[config.mk]
export PLATFORM = sky130hd
export DESIGN_NAME = capture_command_responder_flat
export DESIGN_NICKNAME = d
export VERILOG_FILES = /design/src/rtl/ccr_pkg.sv /design/src/rtl/ccr_in_if.sv /design/src/rtl/ccr_out_if.sv /design/src/rtl/ccr_core.sv /design/src/rtl/capture_command_responder.sv /design/src/flat_wrapper.sv
export SDC_FILE = /design/constraint.sdc
export NUM_CORES = 1
export LEC_CHECK = 0
export BUFFER_PORTS_ARGS = -buffer_cell sky130_fd_sc_hd__buf_4
export CORE_ASPECT_RATIO = 1.5
export CORE_MARGIN = 2
export CORE_UTILIZATION = 40
export DETAILED_ROUTE_END_ITERATION = 6
export HOLD_SLACK_MARGIN = 0.12
export PLACE_DENSITY_LB_ADDON = 0.3
export SYNTH_ARGS = -nofsm -noshare
export SYNTH_HDL_FRONTEND = slang
export SYNTH_SLANG_ARGS = --single-unit
[constraint.sdc]
create_clock -name clk -period 55.8 [get_ports clk]
set_input_delay 0 -clock clk [delete_from_list [all_inputs] [get_ports clk]]
set_output_delay 0 -clock clk [all_outputs]
set_load 0.02 [all_outputs]
[src/rtl/ccr_pkg.sv]
`timescale 1ns / 1ps
// ---------------------------------------------------------------------------
// ccr_pkg
// Shared types and codes of the capture command responder.
// ---------------------------------------------------------------------------
package ccr_pkg;

  // Input word kinds
  localparam logic [1:0] CMD_HOST       = 2'd0;
  localparam logic [1:0] CMD_DISCONNECT = 2'd1;
  localparam logic [1:0] CMD_UPD_BEGIN  = 2'd2;
  localparam logic [1:0] CMD_UPD_END    = 2'd3;

  // Host request codes
  localparam logic [7:0] REQ_CAPTURE = 8'd0;
  localparam logic [7:0] REQ_STOP    = 8'd1;
  localparam logic [7:0] REQ_STATUS  = 8'd2;
  localparam logic [7:0] REQ_REBOOT  = 8'd3;

  // Reply kinds
  localparam logic [1:0] KIND_HOST  = 2'd0;
  localparam logic [1:0] KIND_GRANT = 2'd1;
  localparam logic [1:0] KIND_ACK   = 2'd2;

  // Outcome codes
  localparam logic [2:0] RES_OK       = 3'd0;
  localparam logic [2:0] RES_INVALID  = 3'd1;
  localparam logic [2:0] RES_SPEED    = 3'd2;
  localparam logic [2:0] RES_INTERNAL = 3'd3;
  localparam logic [2:0] RES_CONFLICT = 3'd4;

  // Mode codes
  localparam logic [2:0] MODE_PAUSED    = 3'd0;
  localparam logic [2:0] MODE_CAPTURING = 3'd1;
  localparam logic [2:0] MODE_ERROR     = 3'd3;
  localparam logic [2:0] MODE_UPDATING  = 3'd4;

  // Link speed codes
  localparam logic [1:0] SPD_UNKNOWN = 2'd0;
  localparam logic [1:0] SPD_FULL    = 2'd1;
  localparam logic [1:0] SPD_HIGH    = 2'd2;

  typedef struct packed {
    logic [1:0]  command;
    logic [7:0]  request_code;
    logic [7:0]  sequence_req;
    logic [1:0]  link_speed;
    logic        start_ok;
    logic        stop_ok;
    logic [63:0] queued_bytes;
    logic [63:0] dropped_bytes;
    logic [63:0] discard_bytes;
    logic [31:0] time_ms;
  } in_item_t;

  typedef struct packed {
    logic [1:0]  reply_kind;
    logic [7:0]  reply_sequence;
    logic [7:0]  reply_code;
    logic [2:0]  outcome;
    logic [2:0]  mode_now;
    logic [1:0]  reply_speed;
    logic [31:0] capture_number;
    logic [31:0] reply_time_ms;
    logic [63:0] stop_discarded;
    logic [63:0] host_expected;
    logic [63:0] local_dropped;
    logic        reboot_request;
  } out_item_t;

endpackage

[src/rtl/ccr_in_if.sv]
`timescale 1ns / 1ps
// ---------------------------------------------------------------------------
// ccr_in_if
// Valid/ready channel carrying one input word.
// ---------------------------------------------------------------------------
interface ccr_in_if;
  logic              valid;
  logic              ready;
  ccr_pkg::in_item_t data;

  modport source (output valid, output data, input ready);
  modport sink   (input valid, input data, output ready);
endinterface

[src/rtl/ccr_out_if.sv]
`timescale 1ns / 1ps
// ---------------------------------------------------------------------------
// ccr_out_if
// Valid/ready channel carrying one result word.
// ---------------------------------------------------------------------------
interface ccr_out_if;
  logic               valid;
  logic               ready;
  ccr_pkg::out_item_t data;

  modport source (output valid, output data, input ready);
  modport sink   (input valid, input data, output ready);
endinterface

[src/rtl/ccr_core.sv]
`timescale 1ns / 1ps
// ---------------------------------------------------------------------------
// ccr_core
// Mode, capture counter and response cache; builds the reply for one word.
// ---------------------------------------------------------------------------
module ccr_core (
  input  logic               clk,
  input  logic               rst_n,
  input  logic               step,
  input  ccr_pkg::in_item_t  item,
  output ccr_pkg::out_item_t reply
);

  typedef struct packed {
    logic [7:0]  seq;
    logic [7:0]  code;
    logic [2:0]  outcome;
    logic [2:0]  mode;
    logic [1:0]  speed;
    logic [31:0] capture;
    logic [31:0] time_ms;
    logic [63:0] discarded;
    logic [63:0] expected;
    logic [63:0] dropped;
  } cache_t;

  logic [2:0]  mode_r, mode_nxt;
  logic [31:0] capture_r, capture_nxt;
  logic        cache_valid_r;
  cache_t      cache_r, cache_nxt;
  logic        cache_wr;
  logic [1:0]  spd;
  logic [31:0] cap_inc;
  logic [2:0]  res;
  logic [63:0] dis, expd, drop;
  logic        reboot;

  // Map the link speed; code three reads as unknown
  always_comb begin
    if (item.link_speed == ccr_pkg::SPD_FULL || item.link_speed == ccr_pkg::SPD_HIGH) begin
      spd = item.link_speed;
    end else begin
      spd = ccr_pkg::SPD_UNKNOWN;
    end
  end

  // Advance the capture counter, skipping zero on wrap
  always_comb begin
    cap_inc = capture_r + 32'd1;
    if (cap_inc == 32'd0) begin
      cap_inc = 32'd1;
    end
  end

  // Decode the word and build next state and reply
  always_comb begin
    mode_nxt    = mode_r;
    capture_nxt = capture_r;
    cache_wr    = 1'b0;
    res         = ccr_pkg::RES_OK;
    dis         = 64'd0;
    expd        = 64'd0;
    drop        = 64'd0;
    reboot      = 1'b0;

    reply.reply_kind     = ccr_pkg::KIND_HOST;
    reply.reply_sequence = 8'd0;
    reply.reply_code     = 8'd0;
    reply.outcome        = ccr_pkg::RES_OK;
    reply.mode_now       = mode_r;
    reply.reply_speed    = spd;
    reply.capture_number = capture_r;
    reply.reply_time_ms  = item.time_ms;
    reply.stop_discarded = 64'd0;
    reply.host_expected  = 64'd0;
    reply.local_dropped  = 64'd0;
    reply.reboot_request = 1'b0;

    case (item.command)
      ccr_pkg::CMD_DISCONNECT, ccr_pkg::CMD_UPD_END: begin
        mode_nxt         = ccr_pkg::MODE_PAUSED;
        reply.reply_kind = ccr_pkg::KIND_ACK;
        reply.mode_now   = ccr_pkg::MODE_PAUSED;
      end
      ccr_pkg::CMD_UPD_BEGIN: begin
        reply.reply_kind = ccr_pkg::KIND_GRANT;
        if (mode_r == ccr_pkg::MODE_PAUSED) begin
          mode_nxt       = ccr_pkg::MODE_UPDATING;
          reply.mode_now = ccr_pkg::MODE_UPDATING;
        end else begin
          reply.outcome = ccr_pkg::RES_INVALID;
        end
      end
      default: begin
        reply.reply_sequence = item.sequence_req;
        reply.reply_code     = item.request_code;
        if (cache_valid_r && item.sequence_req == cache_r.seq) begin
          if (item.request_code == cache_r.code) begin
            // replay the cached response
            reply.outcome        = cache_r.outcome;
            reply.mode_now       = cache_r.mode;
            reply.reply_speed    = cache_r.speed;
            reply.capture_number = cache_r.capture;
            reply.reply_time_ms  = cache_r.time_ms;
            reply.stop_discarded = cache_r.discarded;
            reply.host_expected  = cache_r.expected;
            reply.local_dropped  = cache_r.dropped;
          end else begin
            reply.outcome = ccr_pkg::RES_CONFLICT;
          end
        end else begin
          cache_wr = 1'b1;
          case (item.request_code)
            ccr_pkg::REQ_CAPTURE: begin
              if (mode_r != ccr_pkg::MODE_PAUSED) begin
                res = ccr_pkg::RES_INVALID;
              end else if (spd != ccr_pkg::SPD_HIGH) begin
                res = ccr_pkg::RES_SPEED;
              end else if (!item.start_ok) begin
                mode_nxt = ccr_pkg::MODE_ERROR;
                res      = ccr_pkg::RES_INTERNAL;
              end else begin
                mode_nxt    = ccr_pkg::MODE_CAPTURING;
                capture_nxt = cap_inc;
              end
            end
            ccr_pkg::REQ_STOP: begin
              if (mode_r != ccr_pkg::MODE_CAPTURING) begin
                res = ccr_pkg::RES_INVALID;
              end else if (!item.stop_ok) begin
                mode_nxt = ccr_pkg::MODE_ERROR;
                res      = ccr_pkg::RES_INTERNAL;
              end else begin
                mode_nxt = ccr_pkg::MODE_PAUSED;
                dis      = item.discard_bytes;
                expd     = item.queued_bytes - item.discard_bytes;
                drop     = item.dropped_bytes;
              end
            end
            ccr_pkg::REQ_STATUS: begin
              res = ccr_pkg::RES_OK;
            end
            ccr_pkg::REQ_REBOOT: begin
              if (mode_r != ccr_pkg::MODE_PAUSED) begin
                res = ccr_pkg::RES_INVALID;
              end else begin
                reboot = 1'b1;
              end
            end
            default: begin
              res = ccr_pkg::RES_INTERNAL;
            end
          endcase
          reply.outcome        = res;
          reply.mode_now       = mode_nxt;
          reply.capture_number = capture_nxt;
          reply.stop_discarded = dis;
          reply.host_expected  = expd;
          reply.local_dropped  = drop;
          reply.reboot_request = reboot;
        end
      end
    endcase
  end

  // Collect the fresh response for the cache
  always_comb begin
    cache_nxt.seq       = item.sequence_req;
    cache_nxt.code      = item.request_code;
    cache_nxt.outcome   = res;
    cache_nxt.mode      = mode_nxt;
    cache_nxt.speed     = spd;
    cache_nxt.capture   = capture_nxt;
    cache_nxt.time_ms   = item.time_ms;
    cache_nxt.discarded = dis;
    cache_nxt.expected  = expd;
    cache_nxt.dropped   = drop;
  end

  // Hold control state
  always_ff @(posedge clk) begin
    if (!rst_n) begin
      mode_r        <= ccr_pkg::MODE_PAUSED;
      capture_r     <= 32'd0;
      cache_valid_r <= 1'b0;
    end else if (step) begin
      mode_r    <= mode_nxt;
      capture_r <= capture_nxt;
      if (cache_wr) begin
        cache_valid_r <= 1'b1;
      end
    end
  end

  // Hold cached response payload
  always_ff @(posedge clk) begin
    if (step && cache_wr) begin
      cache_r <= cache_nxt;
    end
  end

endmodule

[src/rtl/capture_command_responder.sv]
`timescale 1ns / 1ps
// ---------------------------------------------------------------------------
// capture_command_responder
// Answers host requests and link/update events, one result word per input.
// ---------------------------------------------------------------------------
//   port     dir   word        handshake
//   in_ch    in    in_item_t   valid/ready, taken when both high
//   out_ch   out   out_item_t  valid/ready, taken when both high
//
// One word per cycle sustained while the output is ready; a taken word goes
// to the input register, then to the result register. The decode and cache
// compare sit between the input register and the result register. Reset is
// synchronous, active low, and leaves the block paused with an empty cache.
// A stalled output keeps the input register full, which then drops
// in_ch.ready.
// ---------------------------------------------------------------------------
module capture_command_responder (
  input  logic      clk,
  input  logic      rst_n,
  ccr_in_if.sink    in_ch,
  ccr_out_if.source out_ch
);

  ccr_pkg::in_item_t  in_r;
  logic               in_vld_r;
  ccr_pkg::out_item_t out_r;
  ccr_pkg::out_item_t reply;
  logic               out_vld_r;
  logic               advance;

  // Move a word from input to result register when the result slot frees
  assign advance      = in_vld_r && (!out_vld_r || out_ch.ready);
  assign in_ch.ready  = !in_vld_r || advance;
  assign out_ch.valid = out_vld_r;
  assign out_ch.data  = out_r;

  ccr_core u_core (
    .clk   (clk),
    .rst_n (rst_n),
    .step  (advance),
    .item  (in_r),
    .reply (reply)
  );

  // Track occupancy of both registers
  always_ff @(posedge clk) begin
    if (!rst_n) begin
      in_vld_r  <= 1'b0;
      out_vld_r <= 1'b0;
    end else begin
      if (in_ch.valid && in_ch.ready) begin
        in_vld_r <= 1'b1;
      end else if (advance) begin
        in_vld_r <= 1'b0;
      end
      if (advance) begin
        out_vld_r <= 1'b1;
      end else if (out_ch.ready) begin
        out_vld_r <= 1'b0;
      end
    end
  end

  // Load payload registers
  always_ff @(posedge clk) begin
    if (in_ch.valid && in_ch.ready) begin
      in_r <= in_ch.data;
    end
    if (advance) begin
      out_r <= reply;
    end
  end

  // A moved word always shows up at the output
  a_advance_fills: assert property (@(posedge clk) disable iff (!rst_n)
    advance |=> out_vld_r)
    else $error("result register not filled after advance");

  // A blocked input word is kept
  a_input_held: assert property (@(posedge clk) disable iff (!rst_n)
    (in_vld_r && !advance) |=> in_vld_r)
    else $error("input word lost while stalled");

  // Reboot is flagged only on an accepted reboot request
  a_reboot_ok: assert property (@(posedge clk) disable iff (!rst_n)
    (out_vld_r && out_r.reboot_request) |->
      (out_r.outcome == ccr_pkg::RES_OK && out_r.reply_code == ccr_pkg::REQ_REBOOT
       && out_r.reply_kind == ccr_pkg::KIND_HOST))
    else $error("reboot flagged on a non-reboot reply");

  // Capturing always reports a nonzero capture number
  a_capture_nonzero: assert property (@(posedge clk) disable iff (!rst_n)
    (out_vld_r && out_r.mode_now == ccr_pkg::MODE_CAPTURING) |->
      (out_r.capture_number != 32'd0))
    else $error("capturing with zero capture number");

endmodule
[src/flat_wrapper.sv]
// flat-port wrapper written by rule: the top's interface ports become plain ports
module capture_command_responder_flat 
  (clk, rst_n, in_ch_valid, in_ch_data, in_ch_ready, out_ch_valid, out_ch_data, out_ch_ready);
  ccr_in_if in_ch_i ();
  ccr_out_if out_ch_i ();
  input  logic clk;
  input  logic rst_n;
  input wire logic [$bits(in_ch_i.valid)-1:0] in_ch_valid;
  input wire logic [$bits(in_ch_i.data)-1:0] in_ch_data;
  output wire logic [$bits(in_ch_i.ready)-1:0] in_ch_ready;
  output wire logic [$bits(out_ch_i.valid)-1:0] out_ch_valid;
  output wire logic [$bits(out_ch_i.data)-1:0] out_ch_data;
  input wire logic [$bits(out_ch_i.ready)-1:0] out_ch_ready;
  assign in_ch_i.valid = in_ch_valid;
  assign in_ch_i.data = in_ch_data;
  assign in_ch_ready = in_ch_i.ready;
  assign out_ch_valid = out_ch_i.valid;
  assign out_ch_data = out_ch_i.data;
  assign out_ch_i.ready = out_ch_ready;
  capture_command_responder u_core (.clk(clk), .rst_n(rst_n), .in_ch(in_ch_i), .out_ch(out_ch_i));
endmodule
==> impl_metrics.py <==
metrics = {
    "detailed_routing": {
        "num_vias": 26308,
        "drt_first_iter_violations": 1983,
        "ant_nets": 0,
        "wire_per_inst_um": 21.5,
        "drt_pass1_iterations": 7,
        "drc_errors": 0,
        "drt-total-wl_um": 107000,
        "vias_per_cell": 5.28,
    },
    "min_path": {
        "holdPathStages": 3,
        "hp-start": "rst_n",
        "holdPathEnd": "u_core.u_core.cache_valid_r",
        "hold_class": "in2reg",
    },
    "layout": {
        "ff_latch_area_um2": 25000,
        "nNetsFinal": 4070,
        "fillCellCount": 7413,
        "area_growth_pct": 35.6,
        "drive_gt1_frac": 0.196,
        "multi_input_area_um2": 10200,
    },
    "synthesis": {
        "ys.flop_type": "edfxtp_1",
        "synth_cell_types": 73,
        "syn_inst": 2776,
        "avgSynthCellArea_um2": 13.0,
        "ys_ff_latch": 846,
        "synth-edff-count": 808,
        "synth_nets": 3096,
        "syn_area_um2": 36200,
        "ys.warnings.count": 0,
        "ys_seq_area_frac": 0.691,
        "async_reset_ff_frac": 0,
    },
    "global_routing": {
        "globalRouteOverflowTotal": 0,
        "grtUsageMet3": 0.0472,
        "grt_usage": 0.225,
        "antenna_found_initial": 7,
        "top_usage_layer": "met2",
        "grt_pass1_wl_um": 159000,
        "met1_usage": 0.260,
        "grt_pass1_vias": 26736,
        "grt_max_degree": 157,
        "use_met2": 0.400,
    },
    "critical_path": {
        "reg2reg_to": "u_core.out_ch.data[99]",
        "required_ns": 56.19,
        "r2r_cells": 12,
        "cp_max_fo": 3,
        "endpoint_kind": "flop",
        "r2r_start": "u_core.in_r[32]",
        "start_kind": "flop",
        "worstPathArrival_ns": 4.34,
        "crit_type": "reg2reg",
        "ff2ff_setup_slack_ns": 51.86,
    },
    "clock_network": {
        "path_clk_slew_ns": 0.08,
        "numCtsBuffers": 84,
        "clk_path_buf_depth": 3,
        "cts_tree": "done",
        "h-tree-depth": 3,
        "cts.sinks": 846,
        "post_cts_buffers": 0,
        "clock_latency_ns": 0.68,
        "cts.root.buffer_cell": "clkbuf_16",
    },
    "timing": {
        "whs_ns": 0.412,
        "slew_viol_final": 0,
        "worst_pin_slew_ns": 1.05,
        "final.period_utilization": 0.0707,
        "max-slew-margin-rel": 0.301,
        "fin_setup_tns_ns": 0,
        "max_freq_mhz": 254,
        "setup_viol_count_final": 0,
        "final_hold_viol_count": 0,
        "skew_ns": 0.0283,
        "rsz0062_at_grt": "false",
        "fin_crit_ns": 3.94,
    },
    "floorplan": {
        "row_count": 135,
        "io_pins": 535,
        "coreArea_um2": 90000,
        "die-height_um": 373,
        "start_util": 0.402,
        "fp.dieW_um": 250,
        "dieArea_um2": 93000,
    },
    "job": {
        "maxCapViolations": 0,
    },
    "place": {
        "hpwlAfterDp_um": 67300,
        "io_buffers": 534,
        "place_congestion": 0.938,
    },
    "pwr": {
        "p_leak_nw": 19.1,
        "vdd_drop_max_v": 0.0000343,
        "powerDensity_nw_per_um2": 29.5,
    },
    "outcome": {
        "status": "completed",
    },
}
-- registers in the layout, summed over array words and instances (netlist names) --
name                         flops
u_core.in_r                    246
u_core.in_vld_r                  1
u_core.out_ch.data             283
u_core.out_ch.valid              1
u_core.u_core.cache_r          279
u_core.u_core.cache_valid_r      1
u_core.u_core.capture_r         32
u_core.u_core.mode_r             3
-- cell usage after synthesis (4+ instances only) --
| cell | n | area (µm²) |
|---|---|---|
| a32o_1 | 67 | 671 |
| nand2_1 | 275 | 1030 |
| nand3_1 | 64 | 320 |
| inv_1 | 92 | 345 |
| and2_1 | 47 | 294 |
| o2111ai_1 | 4 | 35.0 |
| mux2_2 | 35 | 394 |
| clkbuf_1 | 146 | 548 |
| nand4_1 | 33 | 206 |
| edfxtp_1 | 808 | 24300 |
| o211ai_1 | 10 | 75.1 |
| o22ai_1 | 14 | 87.6 |
| o21bai_1 | 15 | 113 |
| a31oi_1 | 16 | 100 |
| ha_1 | 69 | 863 |
| buf_2 | 19 | 95.1 |
| and4_1 | 8 | 70.1 |
| a21boi_0 | 20 | 150 |
| a21oi_1 | 127 | 636 |
| or3_1 | 20 | 125 |
| dfxtp_1 | 38 | 761 |
| buf_1 | 4 | 15.0 |
| nor2_1 | 246 | 923 |
| o31ai_1 | 8 | 60.1 |
| o31a_1 | 4 | 35.0 |
| xnor2_1 | 90 | 788 |
| a21o_1 | 26 | 195 |
| nor4_1 | 7 | 43.8 |
| o21ai_1 | 4 | 20.0 |
| o21a_1 | 14 | 105 |
| o21ai_0 | 202 | 1010 |
| mux2i_1 | 5 | 50.1 |
| a211oi_1 | 8 | 60.1 |
| xor2_1 | 40 | 350 |
| nor3_1 | 26 | 130 |
| and3_1 | 94 | 588 |
| nor2b_1 | 16 | 100 |
| nand2b_1 | 6 | 37.5 |
-- power breakdown --
| group | leakage, nW | internal, mW | switching [mW] |
|---|---|---|---|
| Combinational | 9.17 | 0.0650 | 0.0779 |
| Sequential | 8.59 | 0.714 | 0.00799 |
| Clock | 1.36 | 0.328 | 0.255 |
-- stage by stage --
step	std cells	power, mW	worst slack, ns	instance area, µm²	utilization
after detailed placement	4329	0.848	52.03	41300	0.459
after global routing	4983	1.49	51.73	49100	0.545
after CTS	4981	1.46	52.00	49100	0.545
after floorplan	2776	0.804	36.85	36200	-
final	4986	1.45	51.86	49100	0.545
after global placement	4329	0.848	52.12	41300	0.459
-- cell type report --
cell class	count	area share
Timing Repair Buffer	1060	0.188
Clock buffer	105	0.0461
Tap cell	1164	0.0297
Clock inverter	48	0.0107
Sequential cell	846	0.510
Multi-Input combinational cell	1666	0.209
Antenna cell	5	0.000255
Inverter	92	0.00719
-- per-layer routing --
metal / up-vias / share of wire
li1: 12215 / -
met1: 12880 / 0.38
met2: 1009 / 0.51
met3: 196 / 0.071
met4: 8 / 0.040
met5: - / 0.00046
-- cell families (layout without fill, tap and decap cells) --
kind of cell,count (synthesis),count (layout),share of synthesized area
XOR/XNOR,130,130,0.0314
other,0,5,0
flip-flops,846,846,0.691
buffers and inverters,264,1305,0.0284
multiplexers,40,40,0.0123
adder cells (fa/ha/maj),70,70,0.0244
AO/OA/AOI/OAI,570,570,0.102
AND/OR/NAND/NOR,856,856,0.111
-- worst max-delay path: stages (launching register included) --
cell       delay [ns]
edfxtp_1         0.44
ha_1             0.29
fa_1             0.47
nor2b_1          0.20
o2111ai_1        0.20
a21o_1           0.25
nand3_1          0.16
a21boi_0         0.18
o21a_1           0.26
o21ai_0          0.65
a31oi_1          0.22
xor2_1           0.22
o21ai_0          0.11
-- how the worst max path moves through the flow --
stage	from	slack [ns]	endpoint
after CTS	u_core.in_r[32]	52.00	u_core.out_ch.data[99]
after global placement	u_core.in_r[32]	52.12	u_core.out_ch.data[99]
after global routing	u_core.in_r[32]	51.73	u_core.out_ch.data[99]
final	u_core.in_r[32]	51.86	u_core.out_ch.data[99]
after floorplan	u_core.out_ch.valid	36.85	u_core.u_core.capture_r[20]
after detailed placement	u_core.in_r[32]	52.03	u_core.out_ch.data[99]
-- placed cells by master, fill, tap and decap left out, drive strengths merged, types with 5 or more instances in the layout --
master / n
nand2: 275
buf: 561
a21o: 26
o22ai: 14
a21oi: 127
o31ai: 8
or3: 21
xor2: 40
edfxtp: 808
nand4: 35
dlygate4sd3: 499
and3: 94
a31oi: 17
a32o: 67
inv: 97
o211ai: 10
a211oi: 8
and4: 8
o21bai: 15
o21ai: 206
and2: 47
nor3: 26
nor2: 247
nand3: 65
clkbuf: 105
mux2: 35
nor4: 9
bufinv: 8
mux2i: 5
clkinv: 32
ha: 69
dfxtp: 38
o21a: 14
xnor2: 90
nand2b: 6
a21boi: 20
nor2b: 16
diode: 5
-- repair_timing --
action / in CTS / in global routing
hold buffers: 499 / 0
hold endpoints to repair: 284 / 0
setup endpoints to repair: 0 / 0
gates resized for setup: 0 / 0
Note: power is estimated with default switching activity, not from simulation.
